$ cat src/design/guf_queue.sv
// Two-entry job queue between the front and the back of the union-find block.
// Generic payload width; no package dependency.
module guf_queue #(
  parameter int W = 8
) (
  input  logic         clk_i,
  input  logic         rst_ni,
  input  logic         push_valid_i,
  output logic         push_ready_o,
  input  logic [W-1:0] push_data_i,
  output logic         pop_valid_o,
  input  logic         pop_ready_i,
  output logic [W-1:0] pop_data_o
);

  logic [W-1:0] slot_q [2];
  logic         wr_ptr_q, rd_ptr_q;
  logic [1:0]   fill_q;
  logic         do_push, do_pop;

  assign push_ready_o = (fill_q != 2'd2);
  assign pop_valid_o  = (fill_q != 2'd0);
  assign pop_data_o   = slot_q[rd_ptr_q];
  assign do_push      = push_valid_i && push_ready_o;
  assign do_pop       = pop_valid_o && pop_ready_i;

  always_ff @(posedge clk_i or negedge rst_ni) begin
    if (!rst_ni) begin
      wr_ptr_q <= 1'b0;
      rd_ptr_q <= 1'b0;
      fill_q   <= 2'd0;
    end else begin
      if (do_push) wr_ptr_q <= ~wr_ptr_q;
      if (do_pop)  rd_ptr_q <= ~rd_ptr_q;
      if (do_push && !do_pop)      fill_q <= fill_q + 2'd1;
      else if (do_pop && !do_push) fill_q <= fill_q - 2'd1;
    end
  end

  always_ff @(posedge clk_i) begin
    if (do_push) slot_q[wr_ptr_q] <= push_data_i;
  end

endmodule

$ cat config.mk
export PLATFORM = sky130hd
export DESIGN_NAME = guf_queue
export DESIGN_NICKNAME = d
export VERILOG_FILES = /design/src/design/guf_queue.sv
export SDC_FILE = /design/constraint.sdc
export NUM_CORES = 1
export LEC_CHECK = 0
export BUFFER_PORTS_ARGS = -buffer_cell sky130_fd_sc_hd__buf_2
export CAP_MARGIN = 20
export CORE_MARGIN = 2
export CORE_UTILIZATION = 50
export CTS_CLUSTER_DIAMETER = 120
export DETAILED_ROUTE_END_ITERATION = 7
export MAX_ROUTING_LAYER = met4
export PLACE_DENSITY = 0.78
export SYNTH_ARGS = -nofsm -noshare
export SYNTH_HDL_FRONTEND = slang
export SYNTH_SLANG_ARGS = --single-unit
$ cat constraint.sdc
create_clock -name clk_i -period 2.6 [get_ports clk_i]
set_clock_uncertainty 0.05 [all_clocks]
set_input_delay 0.78 -clock clk_i [delete_from_list [all_inputs] [get_ports clk_i]]
set_output_delay 0.78 -clock clk_i [all_outputs]
set_load 0.05 [all_outputs]
==> impl_metrics.yaml, run 1 <==
outcome:
  outcome: "finished clean"
worst_setup_path:
  worstReg2RegEnd: "fill_q[1]"
  worstSetupPathType: "register to output pin"
  cp_max_fo: 9
  cp.arrival_ps: 1460
  crit_path_end: "pop_data_o[1]"
  worstSetupEndpointType: "output pin"
  critPathLaunch: "rd_ptr_q"
  r2r-start: "fill_q[0]"
  crit_path_start_kind: "register"
  reg2reg_depth: 6
  rrSetupSlack_ps: 1080
  worstPathRequired_ps: 1770
cts:
  ctsHoldBuffers: 0
  cts_buffers: 3
  clock_latency_ps: 290
  cts_tree: "built"
  cts.clk_slew.worst_paths_ps: 100
  cts-root-buf: "clkbuf_4"
  cts_resized: 0
  clk_path_buf_depth: 2
  postCtsSetupBuffers: 0
  clock_sinks: 20
  h-tree-depth: 1
die:
  die_x_um: 43.68
  fp.dieArea_um2: 1908
  die_h_um: 43.68
  core_um2: 1489
  start_util_pct: 52.86
  io_pins: 22
  rows: 14
timing:
  worst_pin_slew_ps: 372.6
  period_share_pct: 88.16
  finalHoldViolCount: 0
  setup-violations-final: 0
  hold_ws_ps: 221.9
  tns_ps: 0
  rsz0062_at_grt: "false"
  slew_violations: 0
  max_freq_mhz: 436.3
  fin_crit_ps: 2292
  slew_headroom_pct: 75.16
grt:
  antenna_found_initial: 0
  grt_usage_pct: 14.05
  busiest_layer: "met2"
  use_met2_pct: 23.24
  grt_max_degree: 12
  gr-usage-met3_pct: 2.500
  grt_pass1_wl_mm: 1.807
  grt_pass1_vias: 431
  overflow: 0
  gr-usage-met1_pct: 15.38
synthesis:
  avgSynthCellArea_um2: 18.30
  synth_edf_count: 16
  yosysWarnings: 0
  yosysTopAreaCell: "edfxtp_1"
  ys_types: 14
  ys_seq_area_share_pct: 73.77
  synthTopCellsByArea: "edfxtp_1 (61%), dfrtp_1 (13%), mux2_2 (11%), xnor2_1 (3.3%), xor2_1 (2.2%)"
  syn-instance-count: 43
  synth_common_cells: "edfxtp_1 (16), mux2_2 (8), dfrtp_1 (4)"
  syn_area_um2: 787.0
  async_flop_share_pct: 20.00
  yosysTopAreaCellShare_pct: 61.05
  yosysMostFrequentCell: "edfxtp_1"
  synth_flop_cell: "edfxtp_1"
  ys_seq_elements: 20
  synth_nets: 56
layout:
  fin_nets: 82
  diodes: 0
  areaGrowthSynthToFinish_pct: 19.55
  regArea_um2: 580.6
  drive_gt1_share_pct: 52.94
  fillers: 121
  multi_input_comb_area_um2: 197.7
power:
  p_per_area_nw_per_um2: 1313
  max-vdd-ir-drop_mv: 0.5796
  leakagePower_uw: 0.0003890
routing:
  vias_per_cell: 5.000
  drc: 0
  vias: 420
  ant_nets: 0
  wl_mm: 1.115
  dr.pass1.iters: 4
  drtIter0Drc: 8
  routedWlPerCell_um: 13.27
hold_path:
  hp-class: "input pin to async pin"
place:
  hpwl_um: 806.2
  place_congestion: 0.7067
  io_buffers: 21
job:
  maxCapViolations: 0
## critical path: stages, from the launching register on
cell	delay, ps
dfrtp_1	570
mux2_2	390
buf_2	210
## cells by family after synthesis
| family | synth area share, % |
|---|---|
| buf+inv | 1.112 |
| simple gates | 6.518 |
| mux | 11.45 |
| flops | 73.77 |
| xor+xnor | 5.565 |
| fa+ha+maj | 1.590 |
## cells in the final DEF (no fill, tap or decap)
cell type,netlist,final
dfrtp_1,4,4
xnor2_1,3,3
edfxtp_1,16,16
nor2_1,2,2
mux2_2,8,8
buf_4,0,1
ha_1,1,1
and3_1,1,1
nand2b_4,1,1
nand2_1,1,1
buf_2,1,21
nand2_4,1,1
clkinv_1,0,1
xor2_1,2,2
or2_4,1,1
inv_1,1,1
clkbuf_4,0,3
## metal layers
metal / routed length (um) / share of wire (%)
met1: 461 / 41
met2: 568 / 51
met3: 56 / 5.0
met4: 29 / 2.6
met5: 0 / 0
## power by group
group | internal (uW) | switching, uW | total (uW)
clock network | 55.9 | 86.7 | 143
registers | 447 | 67.4 | 515
logic | 196 | 382 | 578
## per-stage QoR
stage / total power (uW) / instance area (um^2) / utilization [%] / cells / worst slack [ps]
2_1_floorplan: 988.3 / 787.0 / - / 43 / 812.6
3_3_place_gp: 1094 / 914.6 / 61.43 / 80 / 645.7
3_5_place_dp: 1108 / 914.6 / 61.43 / 80 / 617.3
4_1_cts: 1253 / 940.9 / 63.19 / 84 / 282.2
5_1_grt: 1301 / 940.9 / 63.19 / 84 / 218.5
6_report: 1235 / 940.9 / 63.19 / 84 / 307.7
## how the worst min path moves through the flow
stage,start,to,slack (ps),cells after the start
after floorplan,wr_ptr_q,wr_ptr_q,410,1
after global placement,wr_ptr_q,wr_ptr_q,430,1
after detailed placement,wr_ptr_q,wr_ptr_q,460,1
after CTS,rst_ni,fill_q[1],210,1
after global routing,rst_ni,fill_q[0],200,1
final,rst_ni,fill_q[1],220,1
## layout make-up
type,count,share of cell area (%)
Clock buffer,3,2.394
Clock inverter,1,0.3989
Inverter,1,0.3989
Multi-Input combinational cell,21,21.01
Sequential cell,20,61.70
Tap cell,16,2.128
Timing Repair Buffer,22,11.97
## flip-flops by register name, indices dropped and copies added, names as in the netlist
| register | flops |
|---|---|
| slot_q | 16 |
| wr_ptr_q | 1 |
| fill_q | 2 |
| rd_ptr_q | 1 |
(Power assumes the default switching activity.)
==> inputs of run 2 (changes only) <==
ABC_AREA = 1   (was unset)
CORE_MARGIN = unset   (was 2)
PLACE_DENSITY = 0.77   (was 0.78)
==> run 2 against run 1 <==
Net effect: count of clock-buffer cells in the layout is the same; flip-flop and latch count is the same; sequential share of layout area shrank 2.6 points; area after synthesis grew 5.1%; clock power is essentially flat; global-route usage grew 3.6 points; combinational power grew 16%; total power grew 7.0%; sequential power shrank 2%; first-iteration DRC count grew 75%; hold slack lost 4.4 ps; largest power group unchanged; non-clock buffer count grew 1.
==> impl_metrics.yaml, run 2 <==
die:
  start_util_pct: 54.27
  rows: 14
  die_x_um: 42.67
  core_um2: 1524
  io_pins: 22
  fp.dieArea_um2: 1821
  die_h_um: 42.67
power:
  sw_frac_of_total_pct: 49.43
  seq_power_share_pct: 38.2
  p_sw_uw: 653.3
  p_comb_share_pct: 50.8
  p_clk_share_pct: 11.0
  leakagePower_uw: 0.0004684
  internal-power_uw: 668.3
  p_per_area_nw_per_um2: 1346
  max-vdd-ir-drop_mv: 0.6887
worst_setup_path:
  crit_top_cell: "nand2_1"
  cp_slowest_cell: "dfrtp_1"
  worstPathRequired_ps: 1770
  max_stage_delay_ps: 500
  path_cells: "inv_2 -> nand2_1 -> nand2_1 -> buf_2"
  reg2reg_depth: 9
  worstReg2RegEnd: "fill_q[1]"
  cp_max_fo: 10
  worstSetupEndpointType: "output pin"
  r2r-start: "fill_q[0]"
  cp.arrival_ps: 1400
  worstSetupPathType: "register to output pin"
  rrSetupSlack_ps: 1150
  crit_path_start_kind: "register"
cts:
  cts_resized: 0
  cts_tree: "built"
  cts_buffers: 3
  ctsHoldBuffers: 0
  clock_latency_ps: 290
  h-tree-depth: 1
  cts.clk_slew.worst_paths_ps: 100
  cts-root-buf: "clkbuf_4"
  clk_path_buf_depth: 2
  clock_sinks: 20
  postCtsSetupBuffers: 0
hold_path:
  hp-class: "input pin to async pin"
layout:
  largest_register: "slot_q"
  diodes: 0
  layout_common_cells: "nand2_1 (30), buf_2 (21), edfxtp_1 (16)"
  drive_gt1_share_pct: 35.42
  layout_commonest_cell: "nand2_1"
  fin_nets: 110
  areaGrowthSynthToFinish_pct: 18.76
  largest_register_ffs: 16
  top_regs: "slot_q x16, fill_q x2"
grt:
  grt_usage_pct: 17.67
  grt_pass1_vias: 543
  antenna_found_initial: 0
  grt_pass1_wl_mm: 2.201
  overflow: 0
  grt_max_degree: 12
synthesis:
  async_flop_share_pct: 20.00
  ys_seq_elements: 20
  synth_flop_cell: "edfxtp_1"
  avgSynthCellArea_um2: 11.81
  yosysMostFrequentCell: "nand2_1"
  syn_area_um2: 827.0
  synthTopCellsByArea: "edfxtp_1 (58%), nand2_1 (14%), dfrtp_1 (12%), nand2_4 (2.7%), xor2_2 (2.0%)"
  yosysWarnings: 0
  syn-instance-count: 70
  synth_edf_count: 16
  yosysTopAreaCellShare_pct: 58.09
  ys_types: 14
  ys_seq_area_share_pct: 70.20
  synth_nets: 83
  yosysTopAreaCell: "edfxtp_1"
  synth_common_cells: "nand2_1 (30), edfxtp_1 (16), dfrtp_1 (4), inv_1 (4), inv_2 (3)"
routing:
  vias: 549
  wl_mm: 1.375
  routedWlPerCell_um: 12.28
  vias_per_cell: 4.902
  drc: 0
  ant_nets: 0
  dr.pass1.iters: 4
  drtIter0Drc: 14
timing:
  setup-violations-final: 0
  period_share_pct: 85.80
  slew_violations: 0
  rsz0062_at_grt: "false"
  worst_pin_slew_ps: 300.0
  finalHoldViolCount: 0
  fin_crit_ps: 2231
  hold_ws_ps: 217.5
  max_freq_mhz: 448.3
  tns_ps: 0
  slew_headroom_pct: 80.00
place:
  hpwl_um: 962.7
  io_buffers: 21
  place_congestion: 0.8283
outcome:
  outcome: "finished clean"
job:
  maxCapViolations: 0
run 2: power groups by stage:
stage / clock (uW) / sequential [uW] / combinational [uW]
final: 145 / 505 / 671
after global routing: 160 / 512 / 728
after CTS: 146 / 506 / 680
after detailed placement: 0 / 513 / 672
after global placement: 0 / 508 / 653
after floorplan: 0 / 486 / 555
run 2: worst max-delay path: cells and delay by family, from the launching register on:
family,cells,cell delay [ps]
flip-flops,1,500
buffers and inverters,2,450
AND/OR/NAND/NOR,2,160
run 2: layout make-up:
type | count | area (um^2)
flip-flops and latches | 20 | 580.6
fillers | 123 | 541.8
multi-input cells | 42 | 209.0
repair buffers | 23 | 120.1
inverters | 7 | 26.28
clock buffers | 3 | 22.52
well taps | 16 | 20.02
clock inverters | 1 | 3.754
run 2: stage by stage:
step	total power (uW)	setup slack (ps)	instance area, um^2	cells	utilization, %
after floorplan	1041	798.2	827.0	70	-
after global placement	1162	738.8	955.9	108	62.73
after CTS	1332	355.1	982.2	112	64.45
after detailed placement	1185	713.4	955.9	108	62.73
final	1322	369.3	982.2	112	64.45
after global routing	1400	292.0	982.2	112	64.45
run 2: how the worst max path moves through the flow:
stage                     to  startpoint  cells after the start  slack, ps
2_1_floorplan  pop_data_o[0]    rd_ptr_q                      4        800
3_3_place_gp   pop_data_o[5]    rd_ptr_q                      4        740
3_5_place_dp   pop_data_o[1]    rd_ptr_q                      4        710
4_1_cts        pop_data_o[7]    rd_ptr_q                      4        360
5_1_grt        pop_data_o[7]    rd_ptr_q                      4        290
6_report       pop_data_o[7]    rd_ptr_q                      4        370
run 2: cell families after synthesis:
| logic type | synth area share (%) |
|---|---|
| buffers and inverters | 4.538 |
| adders and majority gates | 1.513 |
| xor gates and xnor gates | 3.026 |
| DFF | 70.20 |
| and+or+nand+nor | 20.73 |
run 2: routing by layer:
metal | vias up | routed length [um] | global-route usage (%)
met5 | - | 0 | -
met4 | 0 | 17 | 7.500
met3 | 4 | 61 | 4.255
met1 | 254 | 556 | 19.17
li1 | 274 | - | -
met2 | 17 | 739 | 30.61
