<file path="config.mk">
export PLATFORM = sky130hd
export DESIGN_NAME = guf_front
export DESIGN_NICKNAME = d
export VERILOG_FILES = /design/src/design/guf_pkg.sv /design/src/design/guf_front.sv
export SDC_FILE = /design/constraint.sdc
export NUM_CORES = 1
export LEC_CHECK = 0
export BUFFER_PORTS_ARGS = -buffer_cell sky130_fd_sc_hd__buf_4
export CAP_MARGIN = 10
export CORE_MARGIN = 2
export CORE_UTILIZATION = 55
export DETAILED_ROUTE_END_ITERATION = 10
export PLACE_DENSITY_LB_ADDON = 0.08
export SLEW_MARGIN = 20
export SYNTH_ARGS = -nofsm -noshare
export SYNTH_HDL_FRONTEND = slang
export SYNTH_SLANG_ARGS = --single-unit
</file>
<file path="constraint.sdc">
create_clock -name clk_i -period 12.7 [get_ports clk_i]
set_clock_uncertainty 0.1 [all_clocks]
set_input_delay 0 -clock clk_i [delete_from_list [all_inputs] [get_ports clk_i]]
set_output_delay 0 -clock clk_i [all_outputs]
set_load 0.01 [all_outputs]
</file>
<file path="src/design/guf_pkg.sv">
// Shared types and constants for the grid edge union-find block.
// Used by guf_front, guf_back and grid_edge_union_find; depends on nothing.
package guf_pkg;

  localparam int EDGE_W    = 10;  // edge number width
  localparam int COORD_W   = 5;   // reported cell column / row width
  localparam int CFG_W     = 6;   // configuration register width
  localparam int TDATA_I_W = 16;  // input stream data width
  localparam int TDATA_O_W = 16;  // output stream data width

  // Input command codes
  localparam logic CMD_CLEAR = 1'b0;
  localparam logic CMD_EDGE  = 1'b1;

  // Edge directions
  localparam logic DIR_DOWN  = 1'b0;
  localparam logic DIR_RIGHT = 1'b1;

  // Configuration register indexes
  localparam logic REG_WIDTH  = 1'b0;
  localparam logic REG_HEIGHT = 1'b1;

  // Class of a queued job
  typedef enum logic [1:0] {
    KIND_CLEAR,
    KIND_BAD,
    KIND_EDGE
  } kind_e;

  // Classified job passed from the front to the back through the queue
  typedef struct packed {
    kind_e              kind;
    logic               dir;
    logic [COORD_W-1:0] cell_x;
    logic [COORD_W-1:0] cell_y;
  } job_t;

  // One result transaction
  typedef struct packed {
    logic               bad_edge;
    logic               edge_direction;
    logic [COORD_W-1:0] cell_y;
    logic [COORD_W-1:0] cell_x;
    logic               carved;
  } result_t;

endpackage

</file>
<file path="src/design/guf_front.sv">
// Front end of the union-find block: accept, range-check and decode edges.
// Depends on guf_pkg; feeds guf_queue.
module guf_front #(
  parameter int MAX_WIDTH  = 32,
  parameter int MAX_HEIGHT = 32,
  parameter int AW         = 10
) (
  input  logic                        clk_i,
  input  logic                        rst_ni,
  input  logic                        enable_i,
  input  logic                        in_valid_i,
  output logic                        in_ready_o,
  input  logic                        in_command_i,
  input  logic                        in_direction_i,
  input  logic [guf_pkg::EDGE_W-1:0]  in_edge_i,
  input  logic [guf_pkg::CFG_W-1:0]   grid_width_i,
  input  logic [guf_pkg::CFG_W-1:0]   grid_height_i,
  output logic                        push_valid_o,
  input  logic                        push_ready_i,
  output guf_pkg::job_t               job_o,
  output logic [AW-1:0]               cell_a_o,
  output logic [AW-1:0]               cell_b_o
);

  localparam int WW  = $clog2(MAX_WIDTH + 1);
  localparam int HW  = $clog2(MAX_HEIGHT + 1);
  localparam int EW  = guf_pkg::EDGE_W;
  localparam int CW  = (WW + HW > EW) ? WW + HW : EW;
  localparam int SW  = ((AW > EW) ? AW : EW) + 1;
  localparam int STW = $clog2(EW);

  typedef enum logic [2:0] {
    F_IDLE,
    F_CHECK,
    F_DIV,
    F_FORM,
    F_PUSH
  } fstate_e;

  fstate_e           state_q;
  logic              cmd_q, dir_q;
  logic [EW-1:0]     edge_q, dvd_q, quot_q;
  logic [WW-1:0]     w_q, div_q, rem_q;
  logic [HW-1:0]     h_q;
  logic [STW-1:0]    step_q;
  guf_pkg::job_t     job_q;
  logic [AW-1:0]     cell_a_q, cell_b_q;

  logic [WW-1:0]     w_eff;
  logic [HW-1:0]     h_eff;
  logic [HW-1:0]     mul_r;
  logic [CW-1:0]     count;
  logic              bad;
  logic [WW:0]       rem_sh, rem_diff;
  logic              ge;
  logic [WW-1:0]     rem_d;
  logic [SW-1:0]     a_sum, b_sum;

  // Saturate the stored geometry to the supported range
  always_comb begin
    if (grid_width_i < 6'd2)               w_eff = WW'(2);
    else if (32'(grid_width_i) > MAX_WIDTH) w_eff = WW'(MAX_WIDTH);
    else                                    w_eff = WW'(grid_width_i);
    if (grid_height_i < 6'd1)                h_eff = HW'(1);
    else if (32'(grid_height_i) > MAX_HEIGHT) h_eff = HW'(MAX_HEIGHT);
    else                                      h_eff = HW'(grid_height_i);
  end

  // Edge count for the direction; div_q already holds width or width minus one
  assign mul_r = (dir_q == guf_pkg::DIR_RIGHT) ? h_q : h_q - HW'(1);
  assign count = CW'(div_q) * CW'(mul_r);
  assign bad   = CW'(edge_q) >= count;

  // One restoring divide step per cycle
  assign rem_sh   = {rem_q, dvd_q[EW-1]};
  assign rem_diff = rem_sh - {1'b0, div_q};
  assign ge       = rem_sh >= {1'b0, div_q};
  assign rem_d    = ge ? rem_diff[WW-1:0] : rem_sh[WW-1:0];

  // Upper/left cell: y*w + x, which is the edge number plus y for right edges
  assign a_sum = SW'(edge_q) + ((dir_q == guf_pkg::DIR_RIGHT) ? SW'(quot_q) : SW'(0));
  assign b_sum = a_sum + ((dir_q == guf_pkg::DIR_RIGHT) ? SW'(1) : SW'(w_q));

  assign in_ready_o   = (state_q == F_IDLE) && enable_i;
  assign push_valid_o = (state_q == F_PUSH);
  assign job_o        = job_q;
  assign cell_a_o     = cell_a_q;
  assign cell_b_o     = cell_b_q;

  always_ff @(posedge clk_i or negedge rst_ni) begin
    if (!rst_ni) begin
      state_q  <= F_IDLE;
      cmd_q    <= guf_pkg::CMD_CLEAR;
      dir_q    <= guf_pkg::DIR_DOWN;
      edge_q   <= '0;
      dvd_q    <= '0;
      quot_q   <= '0;
      w_q      <= '0;
      div_q    <= '0;
      rem_q    <= '0;
      h_q      <= '0;
      step_q   <= '0;
      job_q    <= '0;
      cell_a_q <= '0;
      cell_b_q <= '0;
    end else begin
      case (state_q)
        F_IDLE: begin
          if (in_valid_i && in_ready_o) begin
            cmd_q  <= in_command_i;
            dir_q  <= in_direction_i;
            edge_q <= in_edge_i;
            w_q    <= w_eff;
            h_q    <= h_eff;
            div_q  <= (in_direction_i == guf_pkg::DIR_RIGHT) ? w_eff - WW'(1) : w_eff;
            state_q <= F_CHECK;
          end
        end
        F_CHECK: begin
          if (cmd_q == guf_pkg::CMD_CLEAR) begin
            job_q   <= '{kind: guf_pkg::KIND_CLEAR, dir: guf_pkg::DIR_DOWN,
                         cell_x: '0, cell_y: '0};
            state_q <= F_PUSH;
          end else if (bad) begin
            job_q   <= '{kind: guf_pkg::KIND_BAD, dir: dir_q, cell_x: '0, cell_y: '0};
            state_q <= F_PUSH;
          end else begin
            rem_q   <= '0;
            quot_q  <= '0;
            dvd_q   <= edge_q;
            step_q  <= '0;
            state_q <= F_DIV;
          end
        end
        F_DIV: begin
          rem_q  <= rem_d;
          quot_q <= {quot_q[EW-2:0], ge};
          dvd_q  <= {dvd_q[EW-2:0], 1'b0};
          step_q <= step_q + STW'(1);
          if (step_q == STW'(EW - 1)) state_q <= F_FORM;
        end
        F_FORM: begin
          job_q    <= '{kind: guf_pkg::KIND_EDGE, dir: dir_q,
                        cell_x: guf_pkg::COORD_W'(rem_q),
                        cell_y: guf_pkg::COORD_W'(quot_q)};
          cell_a_q <= a_sum[AW-1:0];
          cell_b_q <= b_sum[AW-1:0];
          state_q  <= F_PUSH;
        end
        F_PUSH: begin
          if (push_ready_i) state_q <= F_IDLE;
        end
        default: state_q <= F_IDLE;
      endcase
    end
  end

endmodule

</file>
==> flow_summary.ini <==
[status]
run_status = finished clean

[floorplanning]
dieArea_um2 = 12520
ios = 64
rows = 39
core-area_um2 = 11370
start_util = 0.5630
dieWidth_um = 111.9
dieHeight_um = 111.9

[timing]
worstMarginPinSlew_ps = 984.3
slew_violations = 0
min_period_ps = 6494
finalHoldViolCount = 0
fmax_mhz = 154.0
finalSetupViolations = 0
slew_headroom = 0.3422
post-route-period-util = 0.5113
rsz0062_at_grt = no
finalSetupTns_ps = 0

[cells_and_area]
final-seq-area_um2 = 2402
fillerInstances = 932
multi_input_area_um2 = 3695
finalNonFillerCells = 906
n_antenna_cell = 0
drive_gt1_frac = 0.1153
nets = 863
synthToLayoutAreaGrowth_pct = 17.22

[route]
wirelength_um = 14490
num_vias = 4933
wl_per_cell_um = 15.99
ant_nets = 0
route.detailed.drc = 0
drtIter0Drc = 312
drtPass1Iterations = 5
via_per_inst = 5.445

[clock_network]
cts.path.max_buffers = 2
clkTransAtPathRegs_ps = 70
root_buffer = clkbuf_16
cts_buffers = 9
clock_latency_ps = 350
cts_tree = yes
cts_resized = 0
htreeDepth = 3
cts.sinks = 96

[setup_path]
rr_endpoint = dvd_q[9]$_DFFE_PN0P_
worstPathArrival_ps = 6590
critPathMaxFanout = 22
path_class = reg2reg
r2r-start = dir_q$_DFFE_PN0P_
worstPathRequired_ps = 12800
worst_setup_path_start_kind = register
endpoint_kind = register
rr_worst_depth = 24
worst-r2r-setup-slack_ps = 6210

[grt]
antenna_found_initial = 0
gr-usage-all-layers = 0.2427
grt_pass1_vias = 4890
grt_pass1_wl_um = 24200
overflow = 0
grt_max_degree = 71

[synthesis]
synth-main-ff-cell = dfrtp_1
netlist_area_um2 = 6401
ys_seq_area_frac = 0.3753
ys_ff_latch = 96
ys_top_cells_by_area = dfrtp_1 (38%), ha_1 (11%), nand2_1 (6.5%)
yosysMostFrequentCell = nand2_1
syn_inst = 683
synthesis.nets = 787
synth.top_cell.area_share = 0.3753
ys_warn_count = 0
avgSynthCellArea_um2 = 9.372
synthDistinctLibCells = 56
synthArstFlopShare = 1.000
synth_commonest_cells = nand2_1 (110), dfrtp_1 (96), ha_1 (55), inv_1 (54), nor2_1 (39)
synth_edf_count = 0
yosys.area.top_type = dfrtp_1

[flow_run]
maxCapViolCount = 0

[place]
place_hpwl_um = 10780
portBuffers = 63
place_inst = 868
place_congestion = 0.8344

[worst_hold_path]
hp-class = in2async
[layout by cell type, fill, tap and decap left out, types with 14 or more instances in the layout]
cell | netlist | final
mux2i_1 | 16 | 16
fa_1 | 20 | 20
dlygate4sd3_1 | 0 | 23
o21ai_1 | 31 | 31
xnor2_1 | 14 | 14
mux2_1 | 16 | 16
dfrtp_1 | 96 | 96
a21oi_1 | 29 | 28
nor2_1 | 39 | 39
ha_1 | 55 | 55
inv_1 | 54 | 54
and2_1 | 28 | 28
nand2_1 | 110 | 109
buf_4 | 0 | 66
xor2_1 | 17 | 17
nand2b_1 | 14 | 14
[routing by layer]
metal	share of wire	track usage	vias up	wire [µm]
met5	0	0	-	0
met4	0.015	0.06749	0	215
met3	0.047	0.04083	15	687
met2	0.45	0.3790	119	6470
met1	0.49	0.3529	2333	7114
li1	-	-	2466	-
[cell families after synthesis]
family / after synthesis / synth area share
buffers and inverters: 78 / 0.04847
AO/OA/AOI/OAI: 139 / 0.1403
adder cells (fa/ha/maj): 75 / 0.1701
XOR/XNOR: 31 / 0.04242
flip-flops: 96 / 0.3753
multiplexers: 33 / 0.05492
AND/OR/NAND/NOR: 231 / 0.1685
[final cells by class]
cell class,instances,share of cell area
Sequential cell,96,0.3202
Multi-Input combinational cell,509,0.4924
Clock buffer,13,0.03468
Inverter,54,0.02701
Clock inverter,2,0.005169
Tap cell,143,0.02385
Timing Repair Buffer,89,0.09671
[repair_timing]
action	in CTS	in global routing
hold buffers	23	0
setup endpoints to repair	0	0
endpoints found under the hold margin	53	0
buffers inserted	0	0
[registers in the layout, summed over array words and instances (netlist names)]
register  count
cell_a_o     10
cell_b_o     10
cmd_q         1
dir_q         1
div_q         6
dvd_q        10
edge_q       10
h_q           6
job_o        13
quot_q       10
rem_q         6
state_q       3
step_q        4
w_q           6
[worst max path at each step]
stage | slack [ps] | cells after the start | endpoint | from
2_1_floorplan | 7270 | 24 | job_o[0]$_DFFE_PN0P_ | dir_q$_DFFE_PN0P_
3_3_place_gp | 6370 | 24 | dvd_q[2]$_DFFE_PN0P_ | dir_q$_DFFE_PN0P_
3_5_place_dp | 6190 | 23 | dvd_q[2]$_DFFE_PN0P_ | dir_q$_DFFE_PN0P_
4_1_cts | 6160 | 23 | dvd_q[2]$_DFFE_PN0P_ | dir_q$_DFFE_PN0P_
5_1_grt | 5670 | 24 | dvd_q[6]$_DFFE_PN0P_ | dir_q$_DFFE_PN0P_
6_report | 6210 | 24 | dvd_q[9]$_DFFE_PN0P_ | dir_q$_DFFE_PN0P_
[through the flow]
step	worst slack [ps]	cell area (µm²)	util	hold slack (ps)
floorplan	7274	6401	-	-395.6
global placement	6366	6972	0.6132	-170.8
detailed placement	6187	6972	0.6132	-159.9
CTS	6157	7501	0.6597	3.792
global route	5671	7503	0.6600	40.15
finish	6206	7503	0.6600	2.664
[worst max-delay path: stages, from the launching register on]
cell,delay [ps]
dfrtp_1,630
nor4_1,520
nand2_1,120
xnor2_1,340
nand2_1,140
fa_1,550
inv_1,50
fa_1,520
inv_1,50
fa_1,530
inv_1,40
ha_1,340
o211ai_1,100
a21oi_1,210
nor2_1,90
xor2_1,150
ha_1,290
o2111ai_1,100
nor2_1,60
a21oi_1,180
a211oi_2,130
a21oi_2,410
buf_4,370
mux2i_1,220
a21oi_1,90
Power is left out: the tool's default activity adds up to more than one toggle a clock period on the data nets, which glitch-free logic cannot reach.
